### src/rtl/napar_pkg.sv
// Shared types and constants for the notification attribute parser.
`default_nettype none

package napar_pkg;

  localparam int unsigned CfgIndexWidth = 8;
  localparam int unsigned CfgDataWidth  = 10;

  typedef enum logic [CfgIndexWidth-1:0] {
    CFG_APPID_CAP   = 8'd0,
    CFG_TITLE_CAP   = 8'd1,
    CFG_MESSAGE_CAP = 8'd2,
    CFG_DATE_CAP    = 8'd3
  } napar_cfg_idx_e;

  localparam logic [7:0] AppidCapReset   = 8'd32;
  localparam logic [7:0] TitleCapReset   = 8'd43;
  localparam logic [9:0] MessageCapReset = 10'd250;
  localparam logic [7:0] DateCapReset    = 8'd16;

  localparam logic [7:0] ATTR_APPID    = 8'd0;
  localparam logic [7:0] ATTR_TITLE    = 8'd1;
  localparam logic [7:0] ATTR_SUBTITLE = 8'd2;
  localparam logic [7:0] ATTR_MESSAGE  = 8'd3;
  localparam logic [7:0] ATTR_DATE     = 8'd5;

  localparam logic [2:0] UidLastCount = 3'd4;

  typedef enum logic [2:0] {
    PH_CMD     = 3'd0,
    PH_UID     = 3'd1,
    PH_ID      = 3'd2,
    PH_LEN_LO  = 3'd3,
    PH_LEN_HI  = 3'd4,
    PH_CONTENT = 3'd5,
    PH_DONE    = 3'd6
  } napar_phase_e;

  typedef enum logic [1:0] {
    KIND_HEADER     = 2'd0,
    KIND_KEPT       = 2'd1,
    KIND_DROPPED    = 2'd2,
    KIND_UNEXPECTED = 2'd3
  } napar_kind_e;

  typedef struct packed {
    logic [7:0] appid;
    logic [7:0] title;
    logic [9:0] message;
    logic [7:0] date;
  } napar_caps_t;

  typedef struct packed {
    napar_phase_e phase;
    logic [2:0]   header_count;
    logic [7:0]   current_attr;
    logic [7:0]   length_low_byte;
    logic [15:0]  bytes_remaining;
    logic [15:0]  write_offset;
  } napar_state_t;

  typedef struct packed {
    napar_kind_e kind;
    logic [7:0]  attr_code;
    logic [15:0] content_offset;
    logic [7:0]  content_byte;
    logic        attr_last;
    logic        notification_done;
  } napar_res_t;

  localparam napar_state_t StateIdle = '{
    phase:           PH_CMD,
    header_count:    3'd0,
    current_attr:    8'd0,
    length_low_byte: 8'd0,
    bytes_remaining: 16'd0,
    write_offset:    16'd0
  };

endpackage

`default_nettype wire

### src/rtl/napar_ifs.sv
// Channel interfaces: input byte, result word and configuration write.
`default_nettype none

interface napar_in_if;
  logic       valid;
  logic       ready;
  logic [7:0] byte_value;
  logic       restart;
  logic       packet_last;

  modport source (output valid, output byte_value, output restart, output packet_last,
                  input ready);
  modport sink (input valid, input byte_value, input restart, input packet_last,
                output ready);
endinterface

interface napar_res_if;
  logic        valid;
  logic        ready;
  logic [1:0]  kind;
  logic [7:0]  attr_code;
  logic [15:0] content_offset;
  logic [7:0]  content_byte;
  logic        attr_last;
  logic        notification_done;

  modport source (output valid, output kind, output attr_code, output content_offset,
                  output content_byte, output attr_last, output notification_done,
                  input ready);
  modport sink (input valid, input kind, input attr_code, input content_offset,
                input content_byte, input attr_last, input notification_done,
                output ready);
endinterface

interface napar_cfg_if;
  logic                                  valid;
  logic                                  ready;
  logic [napar_pkg::CfgIndexWidth-1:0]   index;
  logic [napar_pkg::CfgDataWidth-1:0]    data;

  modport source (output valid, output index, output data, input ready);
  modport sink (input valid, input index, input data, output ready);
endinterface

`default_nettype wire

### src/rtl/napar_cfg_regs.sv
// Capacity registers behind the configuration write channel.
`default_nettype none

module napar_cfg_regs (
  input  wire                  clk_i,
  input  wire                  rst_ni,
  napar_cfg_if.sink            cfg_i,
  output napar_pkg::napar_caps_t caps_o
);

  napar_pkg::napar_caps_t caps_q, caps_d;

  assign cfg_i.ready = 1'b1;

  always_comb begin
    caps_d = caps_q;
    if (cfg_i.valid) begin
      case (cfg_i.index)
        napar_pkg::CFG_APPID_CAP:   caps_d.appid   = cfg_i.data[7:0];
        napar_pkg::CFG_TITLE_CAP:   caps_d.title   = cfg_i.data[7:0];
        napar_pkg::CFG_MESSAGE_CAP: caps_d.message = cfg_i.data[9:0];
        napar_pkg::CFG_DATE_CAP:    caps_d.date    = cfg_i.data[7:0];
        default: ;
      endcase
    end
  end

  always_ff @(posedge clk_i or negedge rst_ni) begin
    if (!rst_ni) begin
      caps_q.appid   <= napar_pkg::AppidCapReset;
      caps_q.title   <= napar_pkg::TitleCapReset;
      caps_q.message <= napar_pkg::MessageCapReset;
      caps_q.date    <= napar_pkg::DateCapReset;
    end else begin
      caps_q <= caps_d;
    end
  end

  assign caps_o = caps_q;

endmodule

`default_nettype wire

### src/rtl/napar_step.sv
// Per-byte parse logic: next parser state and the result word for one byte.
`default_nettype none

module napar_step (
  input  napar_pkg::napar_state_t state_i,
  input  napar_pkg::napar_caps_t  caps_i,
  input  wire [7:0]               byte_value_i,
  input  wire                     restart_i,
  input  wire                     packet_last_i,
  output napar_pkg::napar_state_t state_o,
  output napar_pkg::napar_res_t   res_o
);

  napar_pkg::napar_state_t cur;
  napar_pkg::napar_state_t nxt;
  logic [15:0]             cap;
  logic                    cap_known;
  logic [15:0]             rem_dec;
  logic [2:0]              hc_inc;
  logic                    attr_done;

  always_comb begin
    cap       = 16'd0;
    cap_known = 1'b1;
    case (cur.current_attr)
      napar_pkg::ATTR_APPID:    cap = {8'd0, caps_i.appid};
      napar_pkg::ATTR_TITLE,
      napar_pkg::ATTR_SUBTITLE: cap = {8'd0, caps_i.title};
      napar_pkg::ATTR_MESSAGE:  cap = {6'd0, caps_i.message};
      napar_pkg::ATTR_DATE:     cap = {8'd0, caps_i.date};
      default:                  cap_known = 1'b0;
    endcase
  end

  always_comb begin
    cur       = restart_i ? napar_pkg::StateIdle : state_i;
    nxt       = cur;
    rem_dec   = cur.bytes_remaining - 16'd1;
    hc_inc    = cur.header_count + 3'd1;
    attr_done = 1'b0;

    res_o.kind              = napar_pkg::KIND_HEADER;
    res_o.attr_code         = 8'd0;
    res_o.content_offset    = 16'd0;
    res_o.content_byte      = byte_value_i;
    res_o.attr_last         = 1'b0;
    res_o.notification_done = 1'b0;

    case (cur.phase)
      napar_pkg::PH_UID: begin
        nxt.header_count = hc_inc;
        if (hc_inc >= napar_pkg::UidLastCount) begin
          nxt.phase = napar_pkg::PH_ID;
        end
      end
      napar_pkg::PH_ID: begin
        nxt.current_attr = byte_value_i;
        res_o.attr_code  = byte_value_i;
        nxt.phase        = napar_pkg::PH_LEN_LO;
      end
      napar_pkg::PH_LEN_LO: begin
        nxt.length_low_byte = byte_value_i;
        res_o.attr_code     = cur.current_attr;
        nxt.phase           = napar_pkg::PH_LEN_HI;
      end
      napar_pkg::PH_LEN_HI: begin
        res_o.attr_code     = cur.current_attr;
        nxt.bytes_remaining = {byte_value_i, cur.length_low_byte};
        nxt.write_offset    = 16'd0;
        if ({byte_value_i, cur.length_low_byte} == 16'd0) begin
          attr_done = 1'b1;
        end else begin
          nxt.phase = napar_pkg::PH_CONTENT;
        end
      end
      napar_pkg::PH_CONTENT: begin
        res_o.attr_code      = cur.current_attr;
        res_o.content_offset = cur.write_offset;
        res_o.kind           = (cap_known && (cur.write_offset < cap)) ?
                               napar_pkg::KIND_KEPT : napar_pkg::KIND_DROPPED;
        nxt.write_offset     = cur.write_offset + 16'd1;
        nxt.bytes_remaining  = rem_dec;
        attr_done            = (rem_dec == 16'd0);
      end
      napar_pkg::PH_DONE: begin
        res_o.kind = napar_pkg::KIND_UNEXPECTED;
      end
      default: begin
        nxt.header_count = 3'd0;
        nxt.phase        = napar_pkg::PH_UID;
      end
    endcase

    if (attr_done) begin
      res_o.attr_last = 1'b1;
      nxt.phase = (cur.current_attr == napar_pkg::ATTR_DATE) ?
                  napar_pkg::PH_DONE : napar_pkg::PH_ID;
    end

    if (packet_last_i && (nxt.phase == napar_pkg::PH_DONE)) begin
      res_o.notification_done = 1'b1;
      nxt = napar_pkg::StateIdle;
    end
  end

  assign state_o = nxt;

endmodule

`default_nettype wire

### src/rtl/notification_attribute_parser.sv
// Top level of the notification attribute parser.
// Takes one data-source byte per cycle unless the output stalls and returns
// one result word per byte. Each byte is parsed in the cycle it is accepted
// and its result word sits in the output register on the next cycle; a byte
// is accepted whenever that register is empty or is being drained in the
// same cycle, so the sustained rate is one byte per clock. Capacity registers
// are written through the configuration channel, which is always ready.
`default_nettype none

module notification_attribute_parser (
  input  wire          clk_i,
  input  wire          rst_ni,
  napar_cfg_if.sink    cfg_i,
  napar_in_if.sink     in_i,
  napar_res_if.source  res_o
);

  napar_pkg::napar_caps_t  caps;
  napar_pkg::napar_state_t state_q, state_d;
  napar_pkg::napar_res_t   res_q, res_d;
  logic                    res_valid_q;
  logic                    accept;

  napar_cfg_regs u_cfg_regs (
    .clk_i  (clk_i),
    .rst_ni (rst_ni),
    .cfg_i  (cfg_i),
    .caps_o (caps)
  );

  napar_step u_step (
    .state_i       (state_q),
    .caps_i        (caps),
    .byte_value_i  (in_i.byte_value),
    .restart_i     (in_i.restart),
    .packet_last_i (in_i.packet_last),
    .state_o       (state_d),
    .res_o         (res_d)
  );

  assign in_i.ready = !res_valid_q || res_o.ready;
  assign accept     = in_i.valid && in_i.ready;

  always_ff @(posedge clk_i or negedge rst_ni) begin
    if (!rst_ni) begin
      state_q     <= napar_pkg::StateIdle;
      res_valid_q <= 1'b0;
    end else begin
      if (accept) begin
        state_q     <= state_d;
        res_valid_q <= 1'b1;
      end else if (res_o.ready) begin
        res_valid_q <= 1'b0;
      end
    end
  end

  always_ff @(posedge clk_i) begin
    if (accept) begin
      res_q <= res_d;
    end
  end

  assign res_o.valid             = res_valid_q;
  assign res_o.kind              = res_q.kind;
  assign res_o.attr_code         = res_q.attr_code;
  assign res_o.content_offset    = res_q.content_offset;
  assign res_o.content_byte      = res_q.content_byte;
  assign res_o.attr_last         = res_q.attr_last;
  assign res_o.notification_done = res_q.notification_done;

endmodule

`default_nettype wire

### src/flat_wrapper.sv
// flat-port wrapper written by rule: the top's interface ports become plain ports
module notification_attribute_parser_flat 
  (clk_i, rst_ni, cfg_i_valid, cfg_i_index, cfg_i_data, cfg_i_ready, in_i_valid, in_i_byte_value, in_i_restart, in_i_packet_last, in_i_ready, res_o_valid, res_o_kind, res_o_attr_code, res_o_content_offset, res_o_content_byte, res_o_attr_last, res_o_notification_done, res_o_ready);
  napar_cfg_if cfg_i_i ();
  napar_in_if in_i_i ();
  napar_res_if res_o_i ();
  input  wire clk_i;
  input  wire rst_ni;
  input wire logic [$bits(cfg_i_i.valid)-1:0] cfg_i_valid;
  input wire logic [$bits(cfg_i_i.index)-1:0] cfg_i_index;
  input wire logic [$bits(cfg_i_i.data)-1:0] cfg_i_data;
  output wire logic [$bits(cfg_i_i.ready)-1:0] cfg_i_ready;
  input wire logic [$bits(in_i_i.valid)-1:0] in_i_valid;
  input wire logic [$bits(in_i_i.byte_value)-1:0] in_i_byte_value;
  input wire logic [$bits(in_i_i.restart)-1:0] in_i_restart;
  input wire logic [$bits(in_i_i.packet_last)-1:0] in_i_packet_last;
  output wire logic [$bits(in_i_i.ready)-1:0] in_i_ready;
  output wire logic [$bits(res_o_i.valid)-1:0] res_o_valid;
  output wire logic [$bits(res_o_i.kind)-1:0] res_o_kind;
  output wire logic [$bits(res_o_i.attr_code)-1:0] res_o_attr_code;
  output wire logic [$bits(res_o_i.content_offset)-1:0] res_o_content_offset;
  output wire logic [$bits(res_o_i.content_byte)-1:0] res_o_content_byte;
  output wire logic [$bits(res_o_i.attr_last)-1:0] res_o_attr_last;
  output wire logic [$bits(res_o_i.notification_done)-1:0] res_o_notification_done;
  input wire logic [$bits(res_o_i.ready)-1:0] res_o_ready;
  assign cfg_i_i.valid = cfg_i_valid;
  assign cfg_i_i.index = cfg_i_index;
  assign cfg_i_i.data = cfg_i_data;
  assign cfg_i_ready = cfg_i_i.ready;
  assign in_i_i.valid = in_i_valid;
  assign in_i_i.byte_value = in_i_byte_value;
  assign in_i_i.restart = in_i_restart;
  assign in_i_i.packet_last = in_i_packet_last;
  assign in_i_ready = in_i_i.ready;
  assign res_o_valid = res_o_i.valid;
  assign res_o_kind = res_o_i.kind;
  assign res_o_attr_code = res_o_i.attr_code;
  assign res_o_content_offset = res_o_i.content_offset;
  assign res_o_content_byte = res_o_i.content_byte;
  assign res_o_attr_last = res_o_i.attr_last;
  assign res_o_notification_done = res_o_i.notification_done;
  assign res_o_i.ready = res_o_ready;
  notification_attribute_parser u_core (.clk_i(clk_i), .rst_ni(rst_ni), .cfg_i(cfg_i_i), .in_i(in_i_i), .res_o(res_o_i));
endmodule
### config.mk
export PLATFORM = sky130hd
export DESIGN_NAME = notification_attribute_parser_flat
export DESIGN_NICKNAME = d
export VERILOG_FILES = /design/src/rtl/napar_pkg.sv /design/src/rtl/napar_ifs.sv /design/src/rtl/napar_cfg_regs.sv /design/src/rtl/napar_step.sv /design/src/rtl/notification_attribute_parser.sv /design/src/flat_wrapper.sv
export SDC_FILE = /design/constraint.sdc
export NUM_CORES = 1
export LEC_CHECK = 0
export BUFFER_PORTS_ARGS = -buffer_cell sky130_fd_sc_hd__buf_2
export CORE_MARGIN = 10
export CORE_UTILIZATION = 35
export CTS_CLUSTER_SIZE = 14
export DETAILED_ROUTE_END_ITERATION = 6
export HOLD_SLACK_MARGIN = 0.02
export PLACE_DENSITY = 0.65
export SLEW_MARGIN = 20
export SYNTH_ARGS = -nofsm -noshare
export SYNTH_HDL_FRONTEND = slang
export SYNTH_SLANG_ARGS = --single-unit
### constraint.sdc
create_clock -name clk_i -period 3.3 [get_ports clk_i]
set_clock_uncertainty 0.2 [all_clocks]
set_input_delay 0.495 -clock clk_i [delete_from_list [all_inputs] [get_ports clk_i]]
set_output_delay 0.495 -clock clk_i [all_outputs]
set_load 0.05 [all_outputs]
==> results of run 1 <==
==> cell families after synthesis <==
logic type	Yosys count	share of synthesized area, %
flops	125	47.9
simple gates	258	18.9
mux	56	8.97
other cells	1	0.0541
compound gates	163	17.5
xor+xnor	7	0.884
fa+ha+maj	13	2.35
buf+inv	56	3.37
==> per-stage QoR <==
stage          instance area (µm²)  setup TNS [ns]
2_1_floorplan                 7030        -0.00359
3_3_place_gp                  8120           -5.63
3_5_place_dp                  8120           -7.62
4_1_cts                       8740               0
5_1_grt                       8930           -1.23
6_report                      8940           -1.28
==> worst paths after layout <==
| check | slack (ns) | startpoint | cells past startpoint | end |
|---|---|---|---|---|
| worst max-delay path | -0.06 | u_core.state_q[16] | 10 | u_core.state_q[44] |
| worst min-delay path | 0.08 | in_i_valid | 2 | u_core.res_o.valid |
| worst max register to register | -0.06 | u_core.state_q[16] | 10 | u_core.state_q[44] |
| worst min register to register | 0.31 | u_core.u_cfg_regs.caps_o[17] | 1 | u_core.u_cfg_regs.caps_o[17] |
| max in group asynchronous | 1.77 | rst_ni | 3 | u_core.u_cfg_regs.caps_o[18] |
| min in group asynchronous | 0.42 | rst_ni | 2 | u_core.u_cfg_regs.caps_o[22] |
==> cell type report <==
cell class,instances,share of cell area (%)
Inverter,13,0.644
Multi-Input combinational cell,499,39.9
Tap cell,265,3.71
Sequential cell,125,37.2
Clock buffer,25,6.03
Clock inverter,7,0.560
Timing Repair Buffer,159,11.9
Antenna cell,1,0.0280
==> sequential cells by signal, indices dropped and copies added, names as in the netlist <==
register / count
u_core.res_o.attr_last: 1
u_core.res_o.content_offset: 16
u_core.res_o.valid: 1
u_core.res_o.notification_done: 1
u_core.res_o.attr_code: 8
u_core.res_o.kind: 2
u_core.u_cfg_regs.caps_o: 34
u_core.res_o.content_byte: 8
u_core.state_q: 54
==> critical path, delay by kind of cell, from the launching register on <==
family / cells / cell delay [ns]
buffers and inverters: 2 / 0.33
DFF: 1 / 0.46
AOI/OAI and AO/OA: 3 / 0.57
and+or+nand+nor: 5 / 1.70
==> cells in the mapped netlist, drive strengths merged (11+ instances only) <==
| cell type | instances |
|---|---|
| dfrtp | 77 |
| nand2 | 70 |
| nor2 | 56 |
| mux2 | 49 |
| edfxtp | 36 |
| o21ai | 36 |
| clkbuf | 30 |
| nor2b | 20 |
| a21oi | 19 |
| nand3 | 19 |
| a22oi | 18 |
| and3 | 17 |
| nand4 | 16 |
| nor3 | 14 |
| buf | 13 |
| ha | 13 |
| a22o | 12 |
| dfstp | 12 |
| inv | 12 |
| a32o | 11 |
==> repair_timing <==
action	CTS	global route
setup buffers	1	7
hold endpoints to repair	34	0
gates resized for setup	3	24
endpoints found under the setup margin	39	52
pin swaps	1	13
hold buffers	1	0
gates cloned	0	1
==> where the power goes <==
group | internal [mW] | switching, mW | leakage [nW] | total (mW)
registers | 1.66 | 0.0422 | 1.54 | 1.70
logic | 0.333 | 0.479 | 2.10 | 0.811
clock network | 1.13 | 0.690 | 0.281 | 1.82
total | 3.13 | 1.21 | 3.92 | 4.34
==> cell usage in the layout (no fill, tap or decap), types with 11 or more instances in the layout <==
cell,count
o21ai_0,33
edfxtp_1,36
ha_1,11
nand2_1,67
buf_2,69
a21oi_1,18
dfrtp_1,74
mux2_2,49
a22o_1,12
nor2b_1,18
nor3_1,12
nand4_1,16
nor2_1,53
and3_1,17
clkbuf_16,20
buf_4,85
nand3_1,18
dfstp_2,12
inv_1,11
a22oi_1,18
==> per-layer routing <==
layer	global-route usage, %	part of all wire (%)	vias to the layer above
li1	-	-	2847
met1	20.7	46	2975
met2	23.3	46	229
met3	3.76	6.7	29
met4	5.21	1.7	0
met5	0	0	-
==> results.json, run 1 <==
{
  "hpwl_um": 14100,
  "drc": 0,
  "grt_max_degree": 46,
  "cap_violations": 0,
  "drtPass1Iterations": 6,
  "end_kind": "flop",
  "status": "finished with violations",
  "critPathLaunchType": "flop",
  "ys_ff_latch": 125,
  "clkSinkCount": 125,
  "hp-class": "input port to flop",
  "die_w_um": 161,
  "syn_nets": 725,
  "clock_path_buffers": 2,
  "leakage_nw": 3.92,
  "cts_htree_levels": 4,
  "drive_gt1_share_pct": 36.5,
  "max_freq_mhz": 297,
  "yosysUniqueCellTypes": 73,
  "synth_edf_count": 36,
  "cts_root_buf": "clkbuf_16",
  "layout.nets": 861,
  "via_per_inst": 5.56,
  "period_share_pct": 102,
  "dieArea_mm2": 0.0258,
  "synthesis.instances": 679,
  "cp.arrival_ns": 3.47,
  "grt_remaining_overflow": 0,
  "initial_core_util_pct": 35.6,
  "fillCellCount": 1812,
  "synth_flop_cell": "dfrtp_1",
  "rsz0062_at_grt": "yes",
  "regArea_mm2": 0.00333,
  "critPathSlowestCell": "or4_1",
  "fin_crit_ns": 3.36,
  "fin_util_pct": 45.9,
  "rows": 51,
  "cts_buffers": 17,
  "synth_area_mm2": 0.00694,
  "synthTopCellsByArea": "dfrtp_1 28%, edfxtp_1 16%, mux2_2 8.0%, dfstp_2 4.5%, nand2_1 3.7%",
  "irDropWorstVdd_uv": 381,
  "power_density_mw_per_mm2": 486,
  "multi_input_area_mm2": 0.00356,
  "violations": "setup timing",
  "dp_slack_ns": -0.199,
  "tightest_slew_ns": 0.868,
  "ios": 72,
  "routedWlPerCell_um": 18.4,
  "drv_slew": 0,
  "antenna_found_initial": 0,
  "final_hold_viol_count": 0,
  "io_buffers": 70,
  "crit_chain": "or4_1 -> buf_4 -> nor3_1 -> and4_1 -> nor2_1 -> or4_4 -> o21ai_4 -> buf_12 -> o31ai_4 -> a32o_1",
  "vias": 6080,
  "slew_headroom_pct": 41.9,
  "drt_iter0_drc": 620,
  "yosys_warnings": 0,
  "fp.coreArea_mm2": 0.0195,
  "finalPower_mw": 4.34,
  "holdWs_ns": 0.0768,
  "avgSynthCellArea_um2": 10.2,
  "required_ns": 3.41,
  "cpPeakStageDelay_ns": 0.59,
  "grt_pass1_wl_um": 32100,
  "cts_tree": "done",
  "dp.cells": 1052,
  "finalWorstSetupSlack_ns": -0.0648,
  "setup_viol": 26,
  "path_clk_slew_ns": 0.06,
  "gr-usage-all-layers_pct": 15.3,
  "synthArstFlopShare_pct": 71.2,
  "clock_latency_ns": 0.43,
  "grt_pass1_vias": 5877,
  "crit_path_max_fanout": 8,
  "drt_wl_total_um": 20100,
  "synth_top_area_cell": "dfrtp_1",
  "synth_top_area_share_pct": 27.8,
  "die_h_um": 161,
  "ys_seq_area_share_pct": 47.9,
  "worstSetupPathType": "flop to flop",
  "final_cell_count_no_fill": 1094,
  "place_congestion": 0.925,
  "area_growth_pct": 28.9,
  "ant_nets": 0
}
(Power assumes the default switching activity.)
==> inputs of run 2 (changes only) <==
- ABC_AREA: unset -> 1
==> run 2 against run 1 <==
  * The flow now finishes without violations
  * Via count up 8.2%
  * Critical path depth up 8
  * Sequential share of layout area up 1.9 points
  * Largest cell class is now sequential cells
==> results.json, run 2 <==
{
  "status": "complete, no violations",
  "crit_path_max_fanout": 36,
  "fin_util_pct": 42.2,
  "ys_ff_latch": 125,
  "antenna_found_initial": 0,
  "cap_violations": 0,
  "drt_wl_total_um": 20000,
  "cpMostUsedCell": "nand2_1",
  "synth_edf_count": 36,
  "ant_nets": 0,
  "drive_gt1_share_pct": 15.6,
  "reg2reg_from": "u_core.state_q[17]",
  "initial_core_util_pct": 35.4,
  "dp_slack_ns": 0.0675,
  "grt_pass1_wl_um": 32400,
  "holdBufCountCts": 1,
  "max_freq_mhz": 336,
  "synth_flop_cell": "dfrtp_1",
  "critPathLaunchType": "flop",
  "power_density_mw_per_mm2": 455,
  "drtPass1Iterations": 7,
  "finalWorstSetupSlack_ns": 0.324,
  "tightest_slew_ns": 0.664,
  "hold_end": "u_core.u_cfg_regs.caps_o[16]",
  "finalPower_mw": 3.86,
  "mostFrequentLayoutCells": "346 x nand2_1, 98 x nor2_1, 77 x inv_1, 77 x dfrtp_1, 69 x buf_2",
  "r2r_slack_ns": 0.32,
  "hp-class": "input port to flop",
  "place_congestion": 0.924,
  "path_clk_slew_ns": 0.06,
  "vias": 6576,
  "yosysUniqueCellTypes": 47,
  "clkSinkCount": 125,
  "period_share_pct": 90.2,
  "layout_commonest_cell": "nand2_1",
  "rows": 52,
  "routedWlPerCell_um": 15.3,
  "crit_buf_inv": 1,
  "cts_resized": 0,
  "fin_crit_ns": 2.98,
  "gr-usage-all-layers_pct": 15.2,
  "slew_headroom_pct": 55.7,
  "drc": 0,
  "via_per_inst": 5.05,
  "crit_family": "simple AND/OR/NAND/NOR gates",
  "cts_buffers": 17,
  "synthTopCellsByArea": "dfrtp_1 27%, nand2_1 18%, edfxtp_1 15%, nor2_1 5.2%, dfstp_2 4.4%",
  "tns_ns": 0,
  "cts_root_buf": "clkbuf_16",
  "setup_viol": 0,
  "io_buffers": 70,
  "postCtsSetupBuffers": 0,
  "grt_remaining_overflow": 0,
  "drt_iter0_drc": 599,
  "largest_reg_flops": 54,
  "fp.coreArea_mm2": 0.0201,
  "cp.arrival_ns": 3.08,
  "cpPeakStageDelay_ns": 0.41,
  "critPathSlowestCell": "dfrtp_1",
  "dieArea_mm2": 0.0264,
  "leakage_nw": 4.07,
  "regMostFlops": "u_core.state_q",
  "irDropWorstVdd_uv": 285,
  "synthesis.instances": 941,
  "worstSetupPathType": "flop to flop",
  "final_hold_viol_count": 0,
  "reg2reg_depth": 18,
  "cts_tree": "done",
  "synthArstFlopShare_pct": 71.2,
  "synth_area_mm2": 0.00712,
  "hold_depth": 2,
  "drv_slew": 0,
  "crit_chain": "nand2_1 -> ha_1 -> nand3_2 -> nor2_2 -> nand2_1 -> nand2_1 -> nand2_1 -> nor2_1 -> nand2_1 -> nor2_1 -> nand2_1 -> nand2_1 -> nand2_1 -> nand2_2 -> nand3_4 -> buf_12 -> nand2_1 -> nand2_1",
  "rsz0062_at_grt": "no",
  "clock_path_buffers": 2,
  "syn_nets": 987,
  "holdCritStartpoint": "cfg_i_data[8]",
  "cts_htree_levels": 4,
  "synth_top_area_cell": "dfrtp_1",
  "yosys_warnings": 0,
  "ios": 72,
  "area_growth_pct": 19.2,
  "grt_pass1_vias": 6172,
  "die_h_um": 163,
  "ys_seq_area_share_pct": 46.7,
  "layout.nets": 1066,
  "avgSynthCellArea_um2": 7.56,
  "clock_latency_ns": 0.42,
  "r2r-end": "u_core.state_q[47]",
  "required_ns": 3.41,
  "synth_common_cells": "347 x nand2_1, 98 x nor2_1, 78 x inv_1",
  "synth_top_area_share_pct": 27.1,
  "end_kind": "flop",
  "hpwl_um": 14100,
  "die_w_um": 163,
  "synth.most_common_cell": "nand2_1",
  "grt_max_degree": 85,
  "antenna_cells": 0
}
-- run 2: cell types whose count changed after synthesis, sizes merged, moves of 9 or more --
cell | previous run | this run
mux2 | 49 | 2
and3 | 17 | 2
o21ai | 36 | 55
nor4 | 10 | 0
a22oi | 18 | 3
o311ai | 10 | 1
inv | 12 | 84
nor2b | 20 | 0
o22ai | 2 | 14
nand3 | 19 | 41
nor2 | 56 | 102
a22o | 12 | 0
nand2 | 70 | 351
-- run 2: cell families (layout without fill, tap and decap cells) --
| kind of cell | count (synthesis) | in the layout | share of synthesized area [%] |
|---|---|---|---|
| simple gates | 527 | 527 | 30.2 |
| compound gates | 144 | 144 | 12.5 |
| flops | 125 | 125 | 46.7 |
| buf+inv | 123 | 215 | 7.26 |
| fa+ha+maj | 13 | 13 | 2.29 |
| xor+xnor | 6 | 6 | 0.739 |
| mux | 2 | 2 | 0.316 |
| other cells | 1 | 1 | 0.0527 |
-- run 2: worst max path at each step --
stage / from / end / cells after the start
6_report: u_core.state_q[17] / u_core.state_q[47] / 18
5_1_grt: u_core.state_q[17] / u_core.state_q[40] / 18
4_1_cts: u_core.state_q[17] / u_core.state_q[47] / 18
3_5_place_dp: in_i_restart / u_core.res_o.kind[1] / 17
3_3_place_gp: in_i_restart / u_core.state_q[0] / 21
2_1_floorplan: u_core.res_o.valid / u_core.state_q[48] / 8
-- run 2: worst register-to-register path: stages (launching register included) --
cell and delay [ns]:
dfrtp_1 0.41, nand2_1 0.11, ha_1 0.21, nand3_2 0.15, nor2_2 0.23, nand2_1 0.13, nand2_1 0.10, nand2_1 0.07
nor2_1 0.09, nand2_1 0.07, nor2_1 0.10, nand2_1 0.15, nand2_1 0.15, nand2_1 0.14, nand2_2 0.12, nand3_4 0.10
buf_12 0.19, nand2_1 0.11, nand2_1 0.06
-- run 2: per-stage QoR --
| stage | hold slack, ns | cells | instance area, µm² |
|---|---|---|---|
| after floorplan | -0.000591 | 941 | 7120 |
| after global placement | 0.262 | 1270 | 7880 |
| after detailed placement | 0.265 | 1270 | 7880 |
| after CTS | 0.0902 | 1303 | 8480 |
| after global routing | 0.101 | 1303 | 8480 |
| final | 0.105 | 1303 | 8480 |
-- run 2: layout make-up --
cell class | count | area (µm²)
clock buffers | 23 | 522
clock inverters | 9 | 71.3
fillers | 2010 | 11600
inverters | 84 | 315
multi-input cells | 693 | 3280
flip-flops and latches | 125 | 3320
well taps | 270 | 338
repair buffers | 99 | 636
-- run 2: layer usage --
layer  vias to the layer above  GRT usage (%)  share of wire (%)
li1                       3272              -                  -
met1                      3076           21.1                 48
met2                       205           22.7                 44
met3                        23           3.67                6.3
met4                         0           4.84                1.6
met5                         -              0                  0
-- run 2: power breakdown --
group	leakage [nW]	switching, mW	total [mW]	internal, mW
combinational	2.23	0.260	0.344	0.0834
sequential	1.55	0.0243	1.68	1.65
clock	0.290	0.715	1.84	1.12
total	4.07	0.999	3.86	2.86
==> inputs of run 3 (changes only) <==
- CORE_ASPECT_RATIO: unset -> 0.75
- PLACE_DENSITY: 0.65 -> 0.63
- clock period: 3.3 -> 2.8 ns (I/O delays scaled with it)
==> run 3 against run 2 <==
  * Via count rose by 6.6%
  * Non-clock buffer count is 87 higher
  * Die area grew 0.22%
  * First-iteration DRC count increased by 27%
  * Utilization rose by 4.7 points
  * Clock power increased by 27%
  * Global-route usage grew 1.2 points
  * Count of clock-buffer cells in the layout shrank 2
  * Critical path depth is 2 lower
==> results.json, run 3 (synthesized netlist as in run 2, its figures left out) <==
{
  "layout.nets": 1153,
  "drt_iter0_drc": 759,
  "drt_wl_total_um": 21500,
  "grt_max_degree": 95,
  "via_per_inst": 5.09,
  "dieArea_mm2": 0.0265,
  "crit_chain": "nand2_2 -> ha_4 -> nand3_4 -> nor2_4 -> nand2_2 -> nand2_2 -> nand2_2 -> nor2_1 -> nand2_1 -> nor2_2 -> nand2_2 -> nand3_1 -> nand2_2 -> nand3_4 -> buf_12 -> inv_2",
  "regMostFlops": "u_core.state_q",
  "fp.coreArea_mm2": 0.0201,
  "drc": 0,
  "clock_latency_ns": 0.43,
  "layout_commonest_cell": "nand2_1",
  "grt_remaining_overflow": 0,
  "fin_crit_ns": 2.69,
  "cpMostUsedCell": "nand2_2",
  "crit_path_start": "u_core.state_q[17]",
  "path_clk_slew_ns": 0.06,
  "setup_viol": 0,
  "rows": 45,
  "cts_htree_levels": 4,
  "antenna_cells": 0,
  "grt_pass1_wl_um": 34600,
  "place_congestion": 0.876,
  "reg2reg_from": "u_core.state_q[17]",
  "clock_path_buffers": 2,
  "vias": 7008,
  "holdWs_ns": 0.0259,
  "die_w_um": 185,
  "worstSetupPathType": "flop to flop",
  "critPathSlowestCell": "dfrtp_1",
  "gr-usage-all-layers_pct": 16.4,
  "final_hold_viol_count": 0,
  "fillCellCount": 1923,
  "io_buffers": 70,
  "leakage_nw": 4.59,
  "die_h_um": 143,
  "area_growth_pct": 32.5,
  "crit_family": "simple AND/OR/NAND/NOR gates",
  "cts_root_buf": "clkbuf_16",
  "irDropWorstVdd_uv": 339,
  "finalPower_mw": 4.74,
  "ios": 72,
  "largest_reg_flops": 54,
  "grt_pass1_vias": 6440,
  "initial_core_util_pct": 35.4,
  "crit_buf_inv": 2,
  "hp-class": "input port to flop",
  "required_ns": 2.79,
  "critPathLaunchType": "flop",
  "drive_gt1_share_pct": 26.0,
  "hpwl_um": 14800,
  "rsz0062_at_grt": "yes",
  "holdCritStartpoint": "cfg_i_data[8]",
  "cpPeakStageDelay_ns": 0.44,
  "tightest_slew_ns": 0.647,
  "end_kind": "flop",
  "cts_buffers": 17,
  "power_density_mw_per_mm2": 502,
  "cp.arrival_ns": 2.67,
  "period_share_pct": 95.9,
  "routedWlPerCell_um": 15.6,
  "cap_violations": 0,
  "clkSinkCount": 125,
  "drtPass1Iterations": 5,
  "ant_nets": 0,
  "slew_headroom_pct": 56.3,
  "drv_slew": 0,
  "regArea_mm2": 0.00332,
  "cts_tree": "done",
  "antenna_found_initial": 0,
  "status": "complete, no violations",
  "crit_path_max_fanout": 21,
  "multi_input_area_mm2": 0.00347,
  "max_freq_mhz": 372,
  "mostFrequentLayoutCells": "327 x nand2_1, 103 x buf_4, 91 x nor2_1"
}
run 3: cell count changes in the layout (fill, tap and decap cells not counted), moves of 6 or more:
cell | before | now
nand2_1 | 346 | 327
a221oi_2 | 0 | 6
a221oi_1 | 8 | 2
buf_4 | 24 | 103
nor2_1 | 98 | 91
nand2_2 | 5 | 21
run 3: metal layers:
metal  global-route usage [%]  vias to the layer above  share of wire (%)  wire length, µm
met5                        0                        -                  0                0
met4                     4.44                        0                1.1              244
met3                     4.06                       22                8.1             1750
met2                     22.5                      254                 41             8800
met1                     24.7                     3280                 50            10700
li1                         -                     3452                  -                -
run 3: power breakdown:
| part | internal [mW] | switching, mW | total [mW] |
|---|---|---|---|
| Clock | 1.42 | 0.911 | 2.34 |
| Combinational | 0.112 | 0.314 | 0.425 |
| Sequential | 1.95 | 0.0274 | 1.98 |
run 3: timing repair:
item	in CTS	in global routing
gates resized for setup	0	38
setup buffers	0	11
hold endpoints to repair	78	1
hold buffers	2	1
endpoints found under the setup margin	0	55
run 3: area by class of cell:
cell class                 count  share of cell area [%]
multi-input combinational    693                    36.8
sequential                   125                    35.2
timing repair buffer         186                    14.3
clock buffer                  21                    5.45
inverter                      84                    3.57
tap                          258                    3.42
clock inverter                11                    1.19
run 3: worst paths after layout:
kind | slack (ns) | cells past startpoint | endpoint
min in group asynchronous | 0.37 | 3 | u_core.state_q[25]
hold / removal | 0.03 | 2 | u_core.u_cfg_regs.caps_o[16]
setup / recovery | 0.11 | 16 | u_core.res_o.notification_done
setup reg to reg | 0.11 | 16 | u_core.res_o.notification_done
hold reg to reg | 0.28 | 2 | u_core.state_q[8]
max in group asynchronous | 1.59 | 3 | u_core.u_cfg_regs.caps_o[23]
run 3: per-stage QoR:
stage	setup TNS [ns]	setup WS (ns)	cells	util (%)	instance area (µm²)
after detailed placement	-13.73	-0.301	1330	42.3	8510
after global placement	-13.76	-0.340	1330	42.3	8510
final	0	0.113	1378	46.9	9430
after CTS	0	0.00729	1364	45.5	9150
after floorplan	-0.0330	-0.0330	941	-	7260
after global routing	-2.64	-0.0766	1378	46.9	9430
